`config.mk`:
```
export PLATFORM = sky130hd
export DESIGN_NAME = sem_sqrt
export DESIGN_NICKNAME = d
export VERILOG_FILES = /design/src/rtl/core/assert_macros.svh /design/src/rtl/core/sem_pkg.sv /design/src/rtl/core/sem_sqrt.sv
export SDC_FILE = /design/constraint.sdc
export NUM_CORES = 1
export LEC_CHECK = 0
export BUFFER_PORTS_ARGS = -buffer_cell sky130_fd_sc_hd__buf_2
export CORE_MARGIN = 2
export CORE_UTILIZATION = 25
export CTS_CLUSTER_SIZE = 8
export DETAILED_ROUTE_END_ITERATION = 6
export REMOVE_ABC_BUFFERS = 1
export SLEW_MARGIN = 15
export SYNTH_ARGS = -nofsm -noshare
export SYNTH_HDL_FRONTEND = slang
export SYNTH_SLANG_ARGS = --single-unit
```
`constraint.sdc`:
```
create_clock -name clk -period 2.8 [get_ports clk]
set_clock_uncertainty 0.05 [all_clocks]
set_input_delay 0.56 -clock clk [delete_from_list [all_inputs] [get_ports clk]]
set_output_delay 0.56 -clock clk [all_outputs]
set_load 0.02 [all_outputs]
```
`src/rtl/core/assert_macros.svh`:
```
// shared assertion shorthands, all sampled on the rising clock edge
`ifndef ASSERT_MACROS_SVH
`define ASSERT_MACROS_SVH

// condition holds on every edge outside reset
`define ASSERT_ALWAYS(name, clk, rst, cond, msg) \
  name: assert property (@(posedge clk) disable iff (rst) (cond)) else $error(msg);

// consequence holds on the same edge as the antecedent
`define ASSERT_IMPLIES(name, clk, rst, ante, cons, msg) \
  name: assert property (@(posedge clk) disable iff (rst) (ante) |-> (cons)) else $error(msg);

// consequence holds on the edge after the antecedent
`define ASSERT_NEXT(name, clk, rst, ante, cons, msg) \
  name: assert property (@(posedge clk) disable iff (rst) (ante) |=> (cons)) else $error(msg);

`endif

```
`src/rtl/core/sem_pkg.sv`:
```
package sem_pkg;

  localparam int PIX_W      = 8;
  localparam int GRAD_W     = 11;
  localparam int SQ_W       = 20;
  localparam int SUM_W      = 21;
  localparam int RAD_W      = 16;
  localparam int REM_W      = 9;
  localparam int ROOT_W     = 8;
  localparam int SQRT_STEPS = 8;
  localparam int ROW_W      = 17;
  localparam int FW_W       = 12;
  localparam int FH_W       = 16;
  localparam int CFG_DATA_W  = 16;
  localparam int CFG_INDEX_W = 2;

  // floor(x/3) for x up to 765 as (x*683) >> 11
  localparam int GRAY_SHIFT = 11;
  localparam int GRAY_PROD_W = 19;
  localparam logic [GRAY_PROD_W-1:0] GRAY_RECIP = 19'd683;

  localparam logic KIND_PIXEL = 1'b0;
  localparam logic KIND_FLUSH = 1'b1;

  localparam logic [CFG_INDEX_W-1:0] CFG_FRAME_WIDTH  = 2'd0;
  localparam logic [CFG_INDEX_W-1:0] CFG_FRAME_HEIGHT = 2'd1;
  localparam logic [CFG_INDEX_W-1:0] CFG_COLOR_MODE   = 2'd2;

  localparam logic [FW_W-1:0] FW_RESET = 12'd640;
  localparam logic [FH_W-1:0] FH_RESET = 16'd480;
  localparam logic            CM_RESET = 1'b1;

  typedef logic [PIX_W-1:0] pix_t;

  // column*3 + row, column 0 left, row 0 top
  typedef logic [8:0][PIX_W-1:0] window_t;

  typedef struct packed {
    pix_t upper;
    pix_t middle;
  } line_pair_t;

  typedef struct packed {
    logic emit;
    logic last;
    logic left_pad;
    logic right_pad;
  } item_ctl_t;

  typedef struct packed {
    logic valid;
    logic last;
    logic left_pad;
    logic right_pad;
  } grad_ctl_t;

  typedef struct packed {
    logic             valid;
    logic             last;
    logic             sat;
    logic [RAD_W-1:0] radicand;
  } sqrt_in_t;

  typedef struct packed {
    logic valid;
    logic last;
    pix_t value;
  } sqrt_out_t;

endpackage

```
`src/rtl/core/sem_sqrt.sv`:
```
module sem_sqrt import sem_pkg::*; (
  input  logic      clk,
  input  logic      rst,
  input  logic      adv,
  input  sqrt_in_t  in,
  output sqrt_out_t out
);

  logic [SQRT_STEPS-1:0] st_valid;
  logic [SQRT_STEPS-1:0] st_last;
  logic [SQRT_STEPS-1:0] st_sat;
  logic [RAD_W-1:0]      st_rad  [SQRT_STEPS];
  logic [REM_W-1:0]      st_rem  [SQRT_STEPS];
  logic [ROOT_W-1:0]     st_root [SQRT_STEPS];
  logic [REM_W-1:0]      rem_nxt  [SQRT_STEPS];
  logic [ROOT_W-1:0]     root_nxt [SQRT_STEPS];

  // one result bit per stage, two radicand bits brought down each time
  always_comb begin
    logic [REM_W+1:0]  rem_sh;
    logic [REM_W+1:0]  trial;
    logic [REM_W-1:0]  rem_prev;
    logic [ROOT_W-1:0] root_prev;
    logic [RAD_W-1:0]  rad_prev;
    for (int k = 0; k < SQRT_STEPS; k++) begin
      if (k == 0) begin
        rem_prev  = '0;
        root_prev = '0;
        rad_prev  = in.radicand;
      end else begin
        rem_prev  = st_rem[k-1];
        root_prev = st_root[k-1];
        rad_prev  = st_rad[k-1];
      end
      rem_sh = {rem_prev, rad_prev[2*(SQRT_STEPS-1-k) +: 2]};
      trial  = {1'b0, root_prev, 2'b01};
      if (rem_sh >= trial) begin
        rem_nxt[k]  = REM_W'(rem_sh - trial);
        root_nxt[k] = {root_prev[ROOT_W-2:0], 1'b1};
      end else begin
        rem_nxt[k]  = rem_sh[REM_W-1:0];
        root_nxt[k] = {root_prev[ROOT_W-2:0], 1'b0};
      end
    end
  end

  always_ff @(posedge clk) begin
    if (rst) begin
      st_valid <= '0;
    end else if (adv) begin
      st_valid <= {st_valid[SQRT_STEPS-2:0], in.valid};
    end
  end

  always_ff @(posedge clk) begin
    if (adv) begin
      st_last <= {st_last[SQRT_STEPS-2:0], in.last};
      st_sat  <= {st_sat[SQRT_STEPS-2:0], in.sat};
      st_rad[0] <= in.radicand;
      for (int k = 1; k < SQRT_STEPS; k++) begin
        st_rad[k] <= st_rad[k-1];
      end
      for (int k = 0; k < SQRT_STEPS; k++) begin
        st_rem[k]  <= rem_nxt[k];
        st_root[k] <= root_nxt[k];
      end
    end
  end

  assign out = '{
    valid: st_valid[SQRT_STEPS-1],
    last:  st_last[SQRT_STEPS-1],
    value: st_sat[SQRT_STEPS-1] ? pix_t'(8'hFF) : st_root[SQRT_STEPS-1]
  };

endmodule

```
# Word-level counts from Yosys, hierarchy flattened
# Memory sizes are Yosys's and may differ from the RTL's.
# Cells that the tools add are included.
# op_classes
n_addsub	8
bitwise_logic	0
mul	0
n_reduce_logical	0
n_lt_le_gt_ge	8
n_shift	0
n_eq_ne	0
n_mux	19
n_div	0
# op_table
op	n
11-bit by 10-bit >= comparator with 1-bit output	7
9-bit 2-to-1 mux	8
9-bit subtractor	7
1-bit 2-to-1 mux	10
8-bit 2-to-1 mux	1
2-bit by 1-bit subtractor with 3-bit output (second input constant)	1
2-bit by 1-bit >= comparator with 1-bit output (second input constant)	1
# word_totals
regBits	24
mem_bits_ro	0
in_bits	22
wordCells	41
output_inout_bits	10
n_memories	3
latchBits	0
ramBits	264
# memory_table
name	words	word_bits	rd	rd_clocked_by_memory_dff	wr	line	text
st_rad	8	16	7	0	8	sem_sqrt.sv:12	logic [RAD_W-1:0] st_rad [SQRT_STEPS];
st_rem	8	9	7	0	8	sem_sqrt.sv:13	logic [REM_W-1:0] st_rem [SQRT_STEPS];
st_root	8	8	8	0	8	sem_sqrt.sv:14	logic [ROOT_W-1:0] st_root [SQRT_STEPS];

# Depth between registers and ports, before layout
# An unclocked memory read counts as a cell.
# depth
word_depth	3
mapped_depth	8
depth_no_buf	8

# Worst setup path after synthesis
# OpenSTA, ideal clock, no wires.
# synth_timing
kind	register -> register
start	memory st_rem[3][2]
end	memory st_rem[4][6], data pin
setup_ns	0.260
t_required_ns	2.490
n_path_buf	0
arrival_time_ns	1.706
stages_incl_launch_ff	7
slack_ns	0.785
synth_period_minus_slack_ns	2.015
path_cell_list	edfxtp_1 -> ha_1 -> a21oi_1 -> o31ai_2 -> a2111oi_4 -> nor2_1 -> mux2_2
# synth_lines
element	line
start, declared	sem_sqrt.sv:13

==> impl_results.rst <==
.. list-table::
   :header-rows: 1

   * - Metric
     - Value
   * - Die boundary height
     - 178.0 um
   * - Static Leak
     - 0.003289 uW
   * - Post-detailed-route wirelength per cell
     - 10.55 um
   * - Area share of the largest cell type after synthesis
     - 65.47%
   * - Die Footprint
     - 31680 um^2
   * - Max-cap check violation count
     - 0
   * - Number of flops mapped to enable cells by yosys
     - 165
   * - Leading cell types by total area after synthesis
     - edfxtp_1 (65%), ha_1 (6.8%), inv_1 (2.6%)
   * - Clock tree from TritonCTS
     - built
   * - Starting Density
     - 25.47%
   * - Transition time at the pin with the least slew margin
     - 580.4 ps
   * - Number of global-route vias before repair
     - 3933
   * - Worst vdd ir
     - 368.6 uV
   * - Post-cts gate resize count
     - 0
   * - Number of register bits inferred by synthesis
     - 173
   * - Total CTS buffers
     - 17
   * - Number of optimization iterations in the first detailed-route pass
     - 4
   * - Share of power burned in the clock network
     - 36.4%
   * - Antenna violations before repair
     - 0
   * - Row count
     - 63
   * - Library cell with the largest summed area after synthesis
     - edfxtp_1
   * - Detailed-route wire length
     - 10490 um
   * - Distinct cell type count of the synthesized netlist
     - 52
   * - Worst Setup End Kind
     - flop
   * - Hold violation total from the final report
     - 0
   * - Core region area
     - 29720 um^2
   * - Fraction of final layout cells sized beyond drive strength 1
     - 14.74%
   * - Unrepaired setup endpoints after global routing
     - false
   * - Worst-path cell chain
     - ha_1 > a211o_1 > a21oi_1 > o211a_1 > inv_1 > mux2_2
   * - Worst slew slack as a fraction of its limit
     - 60.95%
   * - Weighted congestion at the end of routability-driven global placement
     - 0.8260
   * - Prevailing post-synth register cell
     - edfxtp_1
   * - Vias
     - 4068
   * - Clock-pin slew on the worst setup and hold paths
     - 70 ps
   * - Number of slew-limit violations in the final report
     - 0
   * - Most frequent cells after synthesis
     - edfxtp_1 (165), inv_1 (53), ha_1 (41), o21ai_0 (34), nor2_1 (32)
   * - Number of antenna-violating nets in the routed design
     - 0
   * - Switching share of power
     - 25.16%
   * - Post-route fraction of the period consumed by the critical path
     - 85.63%
   * - Total track usage
     - 7.083%
   * - Data arrival time of the critical path
     - 2520 ps
   * - Required time reported for the critical path endpoint
     - 2930 ps
   * - Wire length of the first global-routing pass
     - 17830 um
   * - Type of element launching the critical path
     - flop
   * - Synthesized netlist cell count
     - 543
   * - Most frequent cell after synthesis
     - edfxtp_1
   * - Synth Cell Area
     - 7569 um^2
   * - Sequential power share
     - 52.4%
   * - Later-pin clock latency in the skew report
     - 430 ps
   * - Vias/cell
     - 4.093
   * - Cell chosen for the clock root
     - clkbuf_16
   * - Sinks on Clock Net
     - 173
   * - Die outline width
     - 178.0 um
   * - Critical path peak fanout
     - 11
   * - Final Util
     - 29.61%
   * - Area growth, synth to finish
     - 16.25%
   * - Global route overflow
     - 0
   * - Post-synthesis sequential area ratio
     - 67.58%
   * - Internal power
     - 4617 uW
   * - Highest attainable clock frequency
     - 417.1 MHz
   * - Max H-tree Level
     - 4
   * - Combinational group share of total power
     - 11.2%
   * - Run status
     - finished clean
   * - Clock period minus final worst setup slack
     - 2398 ps
   * - Iter 0 DRT Violations
     - 158
   * - Share of synthesized flip-flops with an asynchronous set or reset
     - 0%
   * - Sum of internal, switching and leakage power
     - 6169 uW
   * - Total of warnings raised by yosys
     - 0
   * - Hold buffers post-CTS
     - 0
   * - Port buffer count
     - 31
   * - Worst path max stage delay
     - 410 ps
   * - HPWL Detailed
     - 7205 um
   * - Critical path class
     - flop to flop
   * - ANT cells
     - 0
   * - Net switching power figure
     - 1552 uW
   * - Path category of the worst min-delay check
     - primary input to flop
   * - DRC violations left
     - 0
   * - Power density of the placed cells
     - 701.2 nW/um^2
   * - Number of buffers between clock root and the deepest sink
     - 2
   * - Final setup viols
     - 0
   * - Buffers inserted by post-CTS timing repair
     - 0
   * - Synthesized area per cell
     - 13.94 um^2
   * - Largest net degree at the start of global routing
     - 51
   * - Cell with the largest stage delay on the worst path
     - o211a_1
   * - Final setup TNS
     - 0 ps
   * - I/O pin count
     - 32
   * - Total Nets Final
     - 654
==> worst max-delay path, delay by kind of cell (launching register included) <==
family | cells | cell delay [ps]
muxes | 1 | 290
buffers and inverters | 1 | 150
DFF | 1 | 390
AOI/OAI and AO/OA | 3 | 910
adders and majority gates | 1 | 360
==> cell type report <==
| class | instances | area [um^2] |
|---|---|---|
| clock inverter | 15 | 142.6 |
| tap | 390 | 488.0 |
| inverter | 53 | 198.9 |
| fill | 2940 | 20920 |
| timing repair buffer | 36 | 224.0 |
| clock buffer | 17 | 425.4 |
| sequential | 173 | 5115 |
| multi-input combinational | 310 | 2205 |
==> cells in the final DEF, fill, tap and decap left out, types with 3 or more instances in the layout <==
| cell type | n |
|---|---|
| edfxtp_1 | 165 |
| inv_1 | 53 |
| ha_1 | 41 |
| o21ai_0 | 34 |
| nor2_1 | 32 |
| buf_2 | 30 |
| nand2_1 | 29 |
| a21oi_1 | 20 |
| clkbuf_16 | 17 |
| xnor2_1 | 14 |
| nor3_1 | 11 |
| mux2i_1 | 11 |
| o21a_1 | 11 |
| nand2b_1 | 10 |
| xor2_1 | 10 |
| a211oi_1 | 10 |
| or2_2 | 10 |
| dfxtp_1 | 8 |
| o31ai_1 | 7 |
| nor4_1 | 5 |
| nor2b_1 | 5 |
| a21o_1 | 5 |
| inv_8 | 5 |
| nand3_1 | 4 |
| mux2_2 | 4 |
| inv_6 | 4 |
| nand4_1 | 3 |
| and2_1 | 3 |
| buf_4 | 3 |
==> stage by stage <==
stage                     hold WS, ps  instances  setup slack, ps  area (um^2)
after floorplan                 350.3        536            562.6         7518
after global placement          351.0        962            474.7         8230
final                           250.2        994            402.4         8798
after CTS                       231.4        994            418.3         8798
after global routing            224.2        994            250.7         8798
after detailed placement        354.5        962            425.7         8230
==> cells by family (layout without fill, tap and decap cells) <==
family | after synthesis | count (layout) | share of synthesized area, %
adder cells (fa/ha/maj) | 41 | 41 | 6.778
buffers and inverters | 60 | 121 | 3.290
AO/OA/AOI/OAI | 105 | 105 | 9.159
multiplexers | 15 | 15 | 2.050
XOR/XNOR | 24 | 24 | 2.777
other | 1 | 1 | 0.04955
flip-flops | 173 | 173 | 67.58
AND/OR/NAND/NOR | 124 | 124 | 8.316
==> registers in the layout, summed over array words and instances (netlist names) <==
register	count
st_last	8
st_rad	56
st_rem	57
st_root	36
st_sat	8
st_valid	8
==> routing by layer <==
| metal | track usage [%] | vias to the layer above | routed length, um |
|---|---|---|---|
| li1 | - | 2104 | - |
| met1 | 8.136 | 1895 | 4750 |
| met2 | 12.05 | 55 | 5193 |
| met3 | 2.643 | 14 | 376 |
| met4 | 2.561 | 0 | 165 |
| met5 | 0 | - | 0 |
==> final timing paths <==
kind | from | to | slack (ps) | cells past startpoint
worst max register to register | st_rem[4][2] | st_rem[5][3] | 400 | 6
worst min-delay path | in[13] | st_rad[0][13] | 250 | 1
worst min register to register | st_sat[1] | st_sat[2] | 360 | 0
worst max-delay path | st_rem[4][2] | st_rem[5][3] | 400 | 6
==> power by group through the flow <==
stage	sequential [uW]	clock [uW]	combinational, uW
after floorplan	3260	0	511
final	3230	2250	690
after global placement	3290	0	683
after detailed placement	3290	0	694
after CTS	3240	2330	699
after global routing	3260	2420	793
No activity file was read; power rests on OpenSTA's default activity.
